==> src/rtl/hfr_pkg.sv <==
// ----------------------------------------------------------------------------
// hfr_pkg
// Shared types and constants of the hunting frame receiver.
// ----------------------------------------------------------------------------
package hfr_pkg;

	localparam int CANDIDATE_SLOTS = 4;
	localparam int MAX_FRAME_LEN   = 32;
	localparam int PAYLOAD_CAP     = MAX_FRAME_LEN - 4;
	localparam int SLOT_W          = $clog2(CANDIDATE_SLOTS);
	localparam int AGE_W           = (SLOT_W > 0) ? SLOT_W : 1;
	localparam int PIDX_W          = $clog2(PAYLOAD_CAP);
	localparam int PAYLOAD_DEPTH   = CANDIDATE_SLOTS * PAYLOAD_CAP;
	localparam int PADDR_W         = $clog2(PAYLOAD_DEPTH);

	localparam logic [7:0] START_BYTE   = 8'h02;
	localparam logic [7:0] HEADER_BYTES = 8'd5;
	localparam logic [5:0] LIMIT_RESET  = 6'd32;
	localparam logic [0:0] REG_LENGTH_LIMIT = 1'b0;

	typedef struct packed {
		logic        active;
		logic [7:0]  position;
		logic [7:0]  check;
		logic [15:0] address;
		logic [7:0]  length;
		logic [7:0]  command;
		logic [AGE_W-1:0] age;
	} slot_t;

	// Byte broadcast that travels along the row of cells.
	typedef struct packed {
		logic       valid;
		logic [7:0] data;
		logic [7:0] limit;
	} beat_t;

	// What one cell reports after it has seen a beat.
	typedef struct packed {
		logic       win;
		logic       drop;
		logic       store;
		logic [PIDX_W-1:0] store_idx;
	} cell_rpt_t;

	typedef enum logic [1:0] {
		ST_HUNT,
		ST_WAIT,
		ST_SEND
	} state_t;

endpackage

==> src/rtl/hfr_if.sv <==
// ----------------------------------------------------------------------------
// hfr_byte_if / hfr_frame_if
// Valid/ready channels for received bytes and for result items.
// ----------------------------------------------------------------------------
interface hfr_byte_if;
	logic       valid;
	logic       ready;
	logic [7:0] rx_byte;
	modport source (output valid, output rx_byte, input ready);
	modport sink (input valid, input rx_byte, output ready);
endinterface

interface hfr_frame_if;
	logic        valid;
	logic        ready;
	logic [15:0] frame_address;
	logic [7:0]  frame_command;
	logic [5:0]  frame_length;
	logic [7:0]  payload_byte;
	logic [4:0]  payload_index;
	logic        has_payload;
	logic        slot_overflow;
	logic        last;
	modport source (output valid, output frame_address, output frame_command,
		output frame_length, output payload_byte, output payload_index,
		output has_payload, output slot_overflow, output last, input ready);
	modport sink (input valid, input frame_address, input frame_command,
		input frame_length, input payload_byte, input payload_index,
		input has_payload, input slot_overflow, input last, output ready);
endinterface

==> src/rtl/hfr_ram.sv <==
// ----------------------------------------------------------------------------
// hfr_ram
// Generic single-write, single-read RAM with registered read data.
// ----------------------------------------------------------------------------
module hfr_ram #(
	parameter int WIDTH = 8,
	parameter int DEPTH = 16
) (
	input  logic                     clk,
	input  logic                     we,
	input  logic [$clog2(DEPTH)-1:0] waddr,
	input  logic [WIDTH-1:0]         wdata,
	input  logic [$clog2(DEPTH)-1:0] raddr,
	output logic [WIDTH-1:0]         rdata
);
	logic [WIDTH-1:0] mem [DEPTH];

	always_ff @(posedge clk) begin
		if (we) begin
			mem[waddr] <= wdata;
		end
		rdata <= mem[raddr];
	end
endmodule

==> src/rtl/hfr_cell.sv <==
// ----------------------------------------------------------------------------
// hfr_cell
// One candidate slot: tracks position, check, header fields and age, and
// passes the byte beat on to its neighbor in the next cycle.
// ----------------------------------------------------------------------------
module hfr_cell import hfr_pkg::*; (
	input  logic             clk,
	input  logic             arst_n,
	input  beat_t            beat_in,
	input  logic             open,
	input  logic             clear_all,
	input  logic             age_inc,
	input  logic [AGE_W-1:0] drop_age,
	input  logic             drop_any,
	output beat_t            beat_out,
	output slot_t            slot,
	output cell_rpt_t        rpt
);
	slot_t slot_q;
	slot_t slot_d;
	beat_t beat_q;
	logic  at_check;
	logic  bad_len;
	logic [7:0] p;
	logic [7:0] b;

	assign p        = slot_q.position;
	assign b        = beat_in.data;
	assign at_check = (p >= HEADER_BYTES) && (p == slot_q.length);
	assign bad_len  = (b < HEADER_BYTES) || (b > beat_in.limit);

	always_comb begin
		rpt = '0;
		if (beat_in.valid && slot_q.active) begin
			if (at_check) begin
				rpt.win  = (slot_q.check == b);
				rpt.drop = (slot_q.check != b);
			end else if (p == 8'd3) begin
				rpt.drop = bad_len;
			end else if (p >= HEADER_BYTES && (p - HEADER_BYTES) < 8'(PAYLOAD_CAP)) begin
				rpt.store     = 1'b1;
				rpt.store_idx = PIDX_W'(p - HEADER_BYTES);
			end
		end
	end

	always_comb begin
		slot_d = slot_q;
		if (clear_all) begin
			slot_d.active = 1'b0;
			slot_d.age    = '0;
		end else if (open) begin
			slot_d        = '0;
			slot_d.active = 1'b1;
		end else begin
			if (slot_q.active && drop_any && slot_q.age > drop_age) begin
				slot_d.age = slot_q.age - 1'b1;
			end else if (slot_q.active && age_inc) begin
				slot_d.age = slot_q.age + 1'b1;
			end
			if (beat_in.valid && slot_q.active) begin
				if (rpt.drop) begin
					slot_d.active = 1'b0;
					slot_d.age    = '0;
				end else if (!at_check) begin
					slot_d.check    = (slot_q.check ^ b) + 8'd1;
					slot_d.position = p + 8'd1;
					case (p)
						8'd1: slot_d.address = {8'h00, b};
						8'd2: slot_d.address[15:8] = b;
						8'd3: slot_d.length = b;
						8'd4: slot_d.command = b;
						default: ;
					endcase
				end
			end
		end
	end

	always_ff @(posedge clk or negedge arst_n) begin
		if (!arst_n) begin
			slot_q <= '0;
			beat_q <= '0;
		end else begin
			beat_q <= beat_in;
			slot_q <= slot_d;
		end
	end

	assign beat_out = beat_q;
	assign slot     = slot_q;
endmodule

==> src/rtl/hunting_frame_receiver_unit.sv <==
// ----------------------------------------------------------------------------
// hunting_frame_receiver_unit
// Hunts for framed packets in a byte stream with several candidate slots.
// ----------------------------------------------------------------------------
// Each item is one received byte. A byte passes down a row of slot cells,
// one cell per cycle: it is taken in the hunt state, then the wait state
// opens a slot, visits each cell in turn and settles, and the hunt state
// returns when no frame completes. On an accepted frame the header and
// payload go out as one result item per payload byte, or one for an empty
// payload, one per cycle while the receiver is ready, from the payload RAM
// read port; the next byte is taken in the cycle after the last result item
// is delivered.
module hunting_frame_receiver_unit import hfr_pkg::*; (
	input  logic        clk,
	input  logic        arst_n,
	hfr_byte_if.sink    rx,
	hfr_frame_if.source frame,
	input  logic        psel,
	input  logic        penable,
	input  logic        pwrite,
	input  logic [0:0]  paddr,
	input  logic [31:0] pwdata,
	output logic [31:0] prdata,
	output logic        pready
);
	localparam int CNT_W = $clog2(CANDIDATE_SLOTS + 2);

	state_t state_q, state_d;
	logic [5:0]       limit_q;
	logic [7:0]       byte_q;
	logic [CNT_W-1:0] step_q;
	logic             ovf_q;
	logic             win_q;
	logic [SLOT_W-1:0] win_slot_q;
	logic [AGE_W-1:0] win_age_q;
	logic [PIDX_W:0]  n_q, i_q;
	logic             cell_active_step;

	beat_t     beat [CANDIDATE_SLOTS+1];
	slot_t     slots [CANDIDATE_SLOTS];
	cell_rpt_t rpts [CANDIDATE_SLOTS];
	logic [CANDIDATE_SLOTS-1:0] open_v;
	logic      clear_all;
	logic      open_phase;
	logic      age_inc;
	logic      drop_any;
	logic [AGE_W-1:0] drop_age;
	logic [SLOT_W-1:0] cur;
	logic      accept_in;
	logic      out_fire;
	logic [7:0] lim_eff;

	assign pready = 1'b1;
	assign prdata = {26'd0, limit_q};
	assign accept_in = rx.valid && rx.ready;
	assign out_fire  = frame.valid && frame.ready;
	assign lim_eff   = (limit_q > 6'(MAX_FRAME_LEN)) ? 8'(MAX_FRAME_LEN) : {2'b00, limit_q};

	// Step 0 opens a slot; steps 1..N visit cells 0..N-1 in turn.
	assign open_phase = (state_q == ST_WAIT) && (step_q == '0);
	assign cell_active_step = (state_q == ST_WAIT) && (step_q != '0) &&
		(step_q <= CNT_W'(CANDIDATE_SLOTS));
	assign cur = SLOT_W'(step_q - 1'b1);

	// The byte enters the row at cell 0 during step 1 and moves one cell a cycle.
	assign beat[0] = '{valid: (state_q == ST_WAIT) && (step_q == CNT_W'(1)),
		data: byte_q, limit: lim_eff};

	always_comb begin
		logic found;
		logic [SLOT_W-1:0] pick;
		found = 1'b0;
		pick  = '0;
		open_v = '0;
		for (int k = 0; k < CANDIDATE_SLOTS; k++) begin
			if (!found && !slots[k].active) begin
				found = 1'b1;
				pick  = SLOT_W'(k);
			end
		end
		if (!found) begin
			for (int k = 0; k < CANDIDATE_SLOTS; k++) begin
				if (slots[k].age == AGE_W'(CANDIDATE_SLOTS - 1)) begin
					pick = SLOT_W'(k);
				end
			end
		end
		if (open_phase && byte_q == START_BYTE) begin
			open_v[pick] = 1'b1;
		end
		age_inc = open_phase && byte_q == START_BYTE;
		drop_any = 1'b0;
		drop_age = '0;
		if (age_inc && !found) begin
			drop_any = 1'b1;
			drop_age = slots[pick].age;
		end else if (cell_active_step && rpts[cur].drop) begin
			drop_any = 1'b1;
			drop_age = slots[cur].age;
		end
	end

	assign clear_all = (state_q == ST_SEND) && out_fire && frame.last;

	for (genvar g = 0; g < CANDIDATE_SLOTS; g++) begin : g_cell
		hfr_cell u_cell (
			.clk       (clk),
			.arst_n    (arst_n),
			.beat_in   (beat[g]),
			.open      (open_v[g]),
			.clear_all (clear_all),
			.age_inc   (age_inc),
			.drop_age  (drop_age),
			.drop_any  (drop_any && !(cell_active_step && cur == SLOT_W'(g) && !age_inc)),
			.beat_out  (beat[g+1]),
			.slot      (slots[g]),
			.rpt       (rpts[g])
		);
	end

	logic             ram_we;
	logic [PADDR_W-1:0] ram_waddr, ram_raddr;
	logic [7:0]       ram_rdata;

	assign ram_we    = cell_active_step && rpts[cur].store;
	assign ram_waddr = PADDR_W'(cur * PAYLOAD_CAP + rpts[cur].store_idx);
	assign ram_raddr = PADDR_W'(win_slot_q * PAYLOAD_CAP +
		((state_q == ST_SEND && out_fire) ? i_q + 1'b1 : i_q));

	hfr_ram #(.WIDTH(8), .DEPTH(PAYLOAD_DEPTH)) u_payload (
		.clk   (clk),
		.we    (ram_we),
		.waddr (ram_waddr),
		.wdata (byte_q),
		.raddr (ram_raddr),
		.rdata (ram_rdata)
	);

	always_comb begin
		state_d = state_q;
		case (state_q)
			ST_HUNT: if (accept_in) state_d = ST_WAIT;
			ST_WAIT: if (step_q == CNT_W'(CANDIDATE_SLOTS + 1)) begin
				state_d = win_q ? ST_SEND : ST_HUNT;
			end
			ST_SEND: if (out_fire && frame.last) state_d = ST_HUNT;
			default: state_d = ST_HUNT;
		endcase
	end

	always_comb begin
		rx.ready    = (state_q == ST_HUNT);
		frame.valid = (state_q == ST_SEND);
		frame.frame_address = slots[win_slot_q].address;
		frame.frame_command = slots[win_slot_q].command;
		frame.frame_length  = slots[win_slot_q].length[5:0];
		frame.has_payload   = (n_q != '0);
		frame.payload_byte  = (n_q != '0) ? ram_rdata : 8'd0;
		frame.payload_index = (n_q != '0) ? 5'(i_q) : 5'd0;
		frame.slot_overflow = ovf_q;
		frame.last          = (i_q + 1'b1 >= n_q);
	end

	always_ff @(posedge clk or negedge arst_n) begin
		if (!arst_n) begin
			state_q    <= ST_HUNT;
			limit_q    <= LIMIT_RESET;
			step_q     <= '0;
			ovf_q      <= 1'b0;
			win_q      <= 1'b0;
			win_slot_q <= '0;
			win_age_q  <= '0;
			n_q        <= '0;
			i_q        <= '0;
		end else begin
			state_q <= state_d;
			if (psel && penable && pwrite && paddr == REG_LENGTH_LIMIT) begin
				limit_q <= pwdata[5:0];
			end
			if (accept_in) begin
				step_q <= '0;
				win_q  <= 1'b0;
				i_q    <= '0;
			end else if (state_q == ST_WAIT) begin
				step_q <= step_q + 1'b1;
			end
			if (age_inc && drop_any) begin
				ovf_q <= 1'b1;
			end
			if (cell_active_step && rpts[cur].win &&
					(!win_q || slots[cur].age < win_age_q)) begin
				win_q      <= 1'b1;
				win_slot_q <= cur;
				win_age_q  <= slots[cur].age;
			end
			if (state_q == ST_WAIT && state_d == ST_SEND) begin
				n_q <= ((slots[win_slot_q].length - HEADER_BYTES) > 8'(PAYLOAD_CAP)) ?
					(PIDX_W+1)'(PAYLOAD_CAP) :
					(PIDX_W+1)'(slots[win_slot_q].length - HEADER_BYTES);
			end
			if (state_q == ST_SEND && out_fire) begin
				i_q <= i_q + 1'b1;
				if (frame.last) begin
					ovf_q <= 1'b0;
				end
			end
		end
	end

	always_ff @(posedge clk) begin
		if (accept_in) begin
			byte_q <= rx.rx_byte;
		end
	end
endmodule
==> src/flat_wrapper.sv <==
// flat-port wrapper written by rule: the top's interface ports become plain ports
module hunting_frame_receiver_unit_flat import hfr_pkg::*;
  (clk, arst_n, psel, penable, pwrite, paddr, pwdata, prdata, pready, rx_valid, rx_rx_byte, rx_ready, frame_valid, frame_frame_address, frame_frame_command, frame_frame_length, frame_payload_byte, frame_payload_index, frame_has_payload, frame_slot_overflow, frame_last, frame_ready);
  hfr_byte_if rx_i ();
  hfr_frame_if frame_i ();
  input  logic clk;
  input  logic arst_n;
  input  logic psel;
  input  logic penable;
  input  logic pwrite;
  input  logic [0:0] paddr;
  input  logic [31:0] pwdata;
  output logic [31:0] prdata;
  output logic pready;
  input wire logic [$bits(rx_i.valid)-1:0] rx_valid;
  input wire logic [$bits(rx_i.rx_byte)-1:0] rx_rx_byte;
  output wire logic [$bits(rx_i.ready)-1:0] rx_ready;
  output wire logic [$bits(frame_i.valid)-1:0] frame_valid;
  output wire logic [$bits(frame_i.frame_address)-1:0] frame_frame_address;
  output wire logic [$bits(frame_i.frame_command)-1:0] frame_frame_command;
  output wire logic [$bits(frame_i.frame_length)-1:0] frame_frame_length;
  output wire logic [$bits(frame_i.payload_byte)-1:0] frame_payload_byte;
  output wire logic [$bits(frame_i.payload_index)-1:0] frame_payload_index;
  output wire logic [$bits(frame_i.has_payload)-1:0] frame_has_payload;
  output wire logic [$bits(frame_i.slot_overflow)-1:0] frame_slot_overflow;
  output wire logic [$bits(frame_i.last)-1:0] frame_last;
  input wire logic [$bits(frame_i.ready)-1:0] frame_ready;
  assign rx_i.valid = rx_valid;
  assign rx_i.rx_byte = rx_rx_byte;
  assign rx_ready = rx_i.ready;
  assign frame_valid = frame_i.valid;
  assign frame_frame_address = frame_i.frame_address;
  assign frame_frame_command = frame_i.frame_command;
  assign frame_frame_length = frame_i.frame_length;
  assign frame_payload_byte = frame_i.payload_byte;
  assign frame_payload_index = frame_i.payload_index;
  assign frame_has_payload = frame_i.has_payload;
  assign frame_slot_overflow = frame_i.slot_overflow;
  assign frame_last = frame_i.last;
  assign frame_i.ready = frame_ready;
  hunting_frame_receiver_unit u_core (.clk(clk), .arst_n(arst_n), .rx(rx_i), .frame(frame_i), .psel(psel), .penable(penable), .pwrite(pwrite), .paddr(paddr), .pwdata(pwdata), .prdata(prdata), .pready(pready));
endmodule
==> config.mk <==
export PLATFORM = sky130hd
export DESIGN_NAME = hunting_frame_receiver_unit_flat
export DESIGN_NICKNAME = d
export VERILOG_FILES = /design/src/rtl/hfr_pkg.sv /design/src/rtl/hfr_if.sv /design/src/rtl/hfr_ram.sv /design/src/rtl/hfr_cell.sv /design/src/rtl/hunting_frame_receiver_unit.sv /design/src/flat_wrapper.sv
export SDC_FILE = /design/constraint.sdc
export NUM_CORES = 2
export LEC_CHECK = 0
export CAP_MARGIN = 20
export CELL_PAD_IN_SITES_DETAIL_PLACEMENT = 0
export CELL_PAD_IN_SITES_GLOBAL_PLACEMENT = 1
export CORE_ASPECT_RATIO = 2
export CORE_MARGIN = 5
export CORE_UTILIZATION = 59
export DETAILED_ROUTE_END_ITERATION = 7
export DONT_BUFFER_PORTS = 1
export GPL_TIMING_DRIVEN = 0
export PLACE_DENSITY = 0.82
export SYNTH_ARGS = -nofsm -noshare
export SYNTH_HDL_FRONTEND = slang
export SYNTH_HIERARCHICAL = 1
export SYNTH_SLANG_ARGS = --single-unit
==> constraint.sdc <==
create_clock -name clk -period 16.3 [get_ports clk]
set_clock_uncertainty 0.05 [all_clocks]
set_input_delay 0.815 -clock clk [delete_from_list [all_inputs] [get_ports clk]]
set_output_delay 0.815 -clock clk [all_outputs]
set_load 0.005 [all_outputs]
==> flow_summary.html <==
<table>
<tr><th>Metric</th><th>Value</th></tr>
<tr><th colspan="2">Route</th></tr>
<tr><td>DRC</td><td>0</td></tr>
<tr><td>First DRT Iteration DRCs</td><td>3402</td></tr>
<tr><td>Wire length on met1</td><td>49100 um</td></tr>
<tr><td>Sum of met3 wire segment lengths after detailed routing</td><td>12000 um</td></tr>
<tr><td>Highest metal layer used by the detailed router</td><td>met4</td></tr>
<tr><td>Post-DR vias/cell</td><td>6.73</td></tr>
<tr><td>TritonRoute pass-1 iters</td><td>8</td></tr>
<tr><td>Routed Wire Length</td><td>179000 um</td></tr>
<tr><td>Detailed-route via count</td><td>33575</td></tr>
<tr><td>Antenna violation net count after detailed routing</td><td>0</td></tr>
<tr><td>Routed wirelength normalized by instance count</td><td>36.0 um</td></tr>
<tr><td>Met2 WL post-DR</td><td>93300 um</td></tr>
<tr><th colspan="2">Setup path</th></tr>
<tr><td>Worst reg2reg path startpoint</td><td>u_core/state_q[1]</td></tr>
<tr><td>Critical path buffer and inverter count</td><td>4</td></tr>
<tr><td>Top Family by Delay on Critical Path</td><td>compound AO/OA/AOI/OAI gates</td></tr>
<tr><td>Largest stage delay on the critical path</td><td>0.99 ns</td></tr>
<tr><td>Kind of end point of the critical path</td><td>flop</td></tr>
<tr><td>Register-to-Register Setup Slack</td><td>9.55 ns</td></tr>
<tr><td>Worst R2R End</td><td>u_core/u_payload/rdata[3]</td></tr>
<tr><td>Worst Reg2Reg Path Length in Cells</td><td>18</td></tr>
<tr><td>Signal arrival time at the worst endpoint</td><td>7.18 ns</td></tr>
<tr><td>Crit Path Class</td><td>reg2reg</td></tr>
<tr><td>Kind of start point of the critical path</td><td>flop</td></tr>
<tr><td>Critical-path cell with the highest stage delay</td><td>sky130_fd_sc_hd__a311oi_1</td></tr>
<tr><td>Biggest fanout along the worst timing path</td><td>10</td></tr>
<tr><td>Cell breakdown of the critical path</td><td>nor2b_1, nand2_1, clkinv_1, nand2_1, xnor2_1, ha_1, inv_1, fa_1, inv_1, a21o_1, a21oi_1, xor2_1, xnor2_1, clkbuf_1, nor3b_1, a22o_1, a311oi_1, a31oi_1</td></tr>
<tr><td>Cell depth of the worst setup path</td><td>18</td></tr>
<tr><td>Critical path data required time</td><td>16.73 ns</td></tr>
<tr><th colspan="2">Global route</th></tr>
<tr><td>Via count of the first global-routing pass</td><td>34733</td></tr>
<tr><td>Total global-route track usage</td><td>0.368</td></tr>
<tr><td>First-pass GRT wire length</td><td>251000 um</td></tr>
<tr><td>Initial antenna violation count</td><td>4</td></tr>
<tr><td>Pin count of the biggest net entering global routing</td><td>284</td></tr>
<tr><td>Grt total ovfl</td><td>0</td></tr>
<tr><th colspan="2">STA</th></tr>
<tr><td>Number of setup violations in the final report</td><td>0</td></tr>
<tr><td>Headroom to the max-slew limit</td><td>0.0989</td></tr>
<tr><td>Max Clock Freq</td><td>148 MHz</td></tr>
<tr><td>Shortest period the worst path allows</td><td>6.75 ns</td></tr>
<tr><td>Period utilisation layout</td><td>0.414</td></tr>
<tr><td>Slew @ Worst Pin</td><td>1.35 ns</td></tr>
<tr><td>RSZ-0062 raised after global routing</td><td>no</td></tr>
<tr><td>Total count of max-transition violations in the final report</td><td>0</td></tr>
<tr><td>Final-report hold violation count</td><td>0</td></tr>
<tr><td>PnR worst setup slack</td><td>9.55 ns</td></tr>
<tr><td>Final sum of negative setup slack</td><td>0 ns</td></tr>
<tr><th colspan="2">Logic synthesis</th></tr>
<tr><td>Synthesized instance count</td><td>3530</td></tr>
<tr><td>Mapped Avg Cell Area</td><td>15.1 sq um</td></tr>
<tr><td>Cell area after technology mapping</td><td>53500 sq um</td></tr>
<tr><td>Warnings, synthesis</td><td>6</td></tr>
<tr><th colspan="2">Clock tree</th></tr>
<tr><td>Count of instances resized after the clock tree is built</td><td>0</td></tr>
<tr><td>Sinks on the clock net</td><td>1196</td></tr>
<tr><td>Maximum clock path buffer count</td><td>3</td></tr>
<tr><td>Insertion delay to the later sink of the worst-skew pair</td><td>0.72 ns</td></tr>
<tr><td>Clock H-tree levels</td><td>3</td></tr>
<tr><td>Clk root buf</td><td>sky130_fd_sc_hd__clkbuf_16</td></tr>
<tr><td># Post-CTS Setup Buffers</td><td>0</td></tr>
<tr><td>Clock tree from TritonCTS</td><td>built</td></tr>
<tr><td>Clock slew at reported path FFs</td><td>0.07 ns</td></tr>
<tr><td>Total CTS buffers</td><td>98</td></tr>
<tr><th colspan="2">Floorplan</th></tr>
<tr><td>I/O pin total</td><td>129</td></tr>
<tr><td>Floorplan die width</td><td>223 um</td></tr>
<tr><td>Placeable core region</td><td>90200 sq um</td></tr>
<tr><td>Area of the die</td><td>97100 sq um</td></tr>
<tr><td>Std cell rows</td><td>156</td></tr>
<tr><td>Initial core utilization</td><td>0.593</td></tr>
<tr><td>Die H</td><td>436 um</td></tr>
<tr><th colspan="2">Worst hold path</th></tr>
<tr><td>Classification of the worst-slack hold path</td><td>in2async</td></tr>
<tr><th colspan="2">Cells and area</th></tr>
<tr><td>Share of final-layout standard cells stronger than drive strength 1</td><td>0.164</td></tr>
<tr><td>Area of all placed cells without fillers</td><td>59600 sq um</td></tr>
<tr><td>Nets</td><td>3859</td></tr>
<tr><td>Syn-to-layout area delta</td><td>11.5%</td></tr>
<tr><th colspan="2">Power</th></tr>
<tr><td>Share of total power in sequential cells</td><td>0.504</td></tr>
<tr><td>Part of the total power dissipated in the clock network</td><td>0.326</td></tr>
<tr><td>Power density over cell area</td><td>126 nW/um^2</td></tr>
<tr><td>Leakage power summed over all cells</td><td>20.6 nW</td></tr>
<tr><td>P_int</td><td>5.31 mW</td></tr>
<tr><td>Peak supply drop</td><td>0.107 mV</td></tr>
<tr><td>Fraction of power consumed by combinational cells</td><td>0.170</td></tr>
<tr><td>Power Total</td><td>7.51 mW</td></tr>
<tr><td>Switching power total</td><td>2.21 mW</td></tr>
<tr><td>Fraction of power spent switching nets</td><td>0.294</td></tr>
<tr><th colspan="2">Place</th></tr>
<tr><td>Worst setup slack before clock tree synthesis</td><td>9.95 ns</td></tr>
<tr><td>Cell area after placement</td><td>56200 sq um</td></tr>
<tr><td>Port Buffer Count</td><td>0</td></tr>
<tr><td>Post-DP HPWL</td><td>134000 um</td></tr>
<tr><td>Gp weighted congestion</td><td>1.00</td></tr>
<tr><th colspan="2">Outcome</th></tr>
<tr><td>Result of the run</td><td>completed</td></tr>
<tr><th colspan="2">Job</th></tr>
<tr><td>Max-cap viol count</td><td>0</td></tr>
</table>
==> sequential cells by signal, indices dropped and copies added, names as in the netlist <==
register and count:
u_core/n_q 6, u_core/u_payload/mem 896, u_core/g_cell.u_cell/p 32, u_core/limit_q 6, u_core/frame.slot_overflow 1, u_core/win_q 1
u_core/i_q 6, u_core/g_cell.u_cell/slot 172, u_core/step_q 3, u_core/g_cell.u_cell/beat_out 51, u_core/u_payload/rdata 8, u_core/byte_q 8
u_core/win_slot_q 2, u_core/state_q 2, u_core/win_age_q 2
==> area by class of cell <==
| type | count | area (sq um) |
|---|---|---|
| antenna | 6 | 15.0 |
| buffer | 223 | 1270 |
| clock buffer | 123 | 2640 |
| clock inverter | 59 | 646 |
| fill | 6414 | 30600 |
| inverter | 96 | 360 |
| multi-input combinational | 2044 | 17500 |
| sequential | 1196 | 34400 |
| tap | 1185 | 1480 |
| timing repair buffer | 54 | 1240 |
==> cells in the final DEF (no fill, tap or decap), types with 15 or more instances in the layout <==
cell	count
sky130_fd_sc_hd__o211ai_1	46
sky130_fd_sc_hd__dfrtp_1	283
sky130_fd_sc_hd__mux2i_1	226
sky130_fd_sc_hd__buf_2	45
sky130_fd_sc_hd__nor2b_1	36
sky130_fd_sc_hd__nor4_1	22
sky130_fd_sc_hd__xor2_1	35
sky130_fd_sc_hd__mux4_2	215
sky130_fd_sc_hd__buf_6	21
sky130_fd_sc_hd__nand2b_1	39
sky130_fd_sc_hd__a22oi_1	24
sky130_fd_sc_hd__nand4_1	60
sky130_fd_sc_hd__o22ai_1	28
sky130_fd_sc_hd__edfxtp_1	904
sky130_fd_sc_hd__clkbuf_1	116
sky130_fd_sc_hd__nor2_1	213
sky130_fd_sc_hd__or3_1	44
sky130_fd_sc_hd__clkbuf_16	101
sky130_fd_sc_hd__mux2_2	30
sky130_fd_sc_hd__nand3_1	46
sky130_fd_sc_hd__a22o_1	16
sky130_fd_sc_hd__inv_1	95
sky130_fd_sc_hd__xnor2_1	93
sky130_fd_sc_hd__buf_16	38
sky130_fd_sc_hd__nor3_1	35
sky130_fd_sc_hd__a31oi_1	93
sky130_fd_sc_hd__and3_1	30
sky130_fd_sc_hd__conb_1	31
sky130_fd_sc_hd__a21oi_1	64
sky130_fd_sc_hd__o21ai_0	99
sky130_fd_sc_hd__buf_4	54
sky130_fd_sc_hd__nand2_1	219
sky130_fd_sc_hd__ha_1	96
sky130_fd_sc_hd__and2_1	17
sky130_fd_sc_hd__clkinv_2	15
==> power by group through the flow <==
| stage | registers [mW] | logic (mW) | clock network [mW] |
|---|---|---|---|
| floorplan | 3.75 | 0.778 | 0 |
| finish | 3.79 | 1.27 | 2.45 |
| detailed placement | 3.84 | 1.24 | 0 |
| CTS | 3.78 | 1.26 | 2.47 |
| global route | 3.80 | 1.38 | 2.60 |
| global placement | 3.93 | 1.06 | 0 |
==> metrics by stage <==
step	utilization	hold WS (ns)	instances
global placement	0.611	0.318	4744
finish	0.661	0.00599	4986
floorplan	-	0.304	3559
CTS	0.660	0.0979	4974
global route	0.661	0.0660	4980
detailed placement	0.623	0.317	4790
==> timing repair <==
item / in CTS / in global routing
hold buffers: 2 / 0
setup endpoints to repair: 0 / 0
endpoints found under the hold margin: 283 / 0
==> layer usage <==
metal | track usage | vias to the layer above
li1 | - | 13953
met1 | 0.337 | 16971
met2 | 0.651 | 1929
met3 | 0.0675 | 722
met4 | 0.376 | 0
met5 | 0 | -
==> worst max-delay path by stage <==
stage	startpoint	end	slack, ns
6_report	u_core/state_q[1]	u_core/u_payload/rdata[3]	9.55
5_1_grt	u_core/step_q[0]	u_core/u_payload/mem[68][1]	9.62
4_1_cts	u_core/step_q[0]	u_core/u_payload/mem[85][2]	9.93
3_5_place_dp	u_core/step_q[0]	u_core/u_payload/mem[68][0]	9.95
3_3_place_gp	u_core/byte_q[6]	u_core/g_cell[1].u_cell/slot[1]	7.23
2_1_floorplan	u_core/byte_q[1]	u_core/g_cell[0].u_cell/slot[1]	10.73
==> worst reg2reg max path, stage by stage, from the launching register on <==
cell                       delay, ns
sky130_fd_sc_hd__dfrtp_1        0.41
sky130_fd_sc_hd__nor2b_1        0.44
sky130_fd_sc_hd__nand2_1        0.33
sky130_fd_sc_hd__clkinv_1       0.26
sky130_fd_sc_hd__nand2_1        0.14
sky130_fd_sc_hd__xnor2_1        0.23
sky130_fd_sc_hd__ha_1           0.22
sky130_fd_sc_hd__inv_1          0.07
sky130_fd_sc_hd__fa_1           0.47
sky130_fd_sc_hd__inv_1          0.07
sky130_fd_sc_hd__a21o_1         0.12
sky130_fd_sc_hd__a21oi_1        0.09
sky130_fd_sc_hd__xor2_1         0.19
sky130_fd_sc_hd__xnor2_1        0.72
sky130_fd_sc_hd__clkbuf_1       0.77
sky130_fd_sc_hd__nor3b_1        0.27
sky130_fd_sc_hd__a22o_1         0.31
sky130_fd_sc_hd__a311oi_1       0.99
sky130_fd_sc_hd__a31oi_1        0.37
Note: power is estimated with default switching activity, not from simulation.
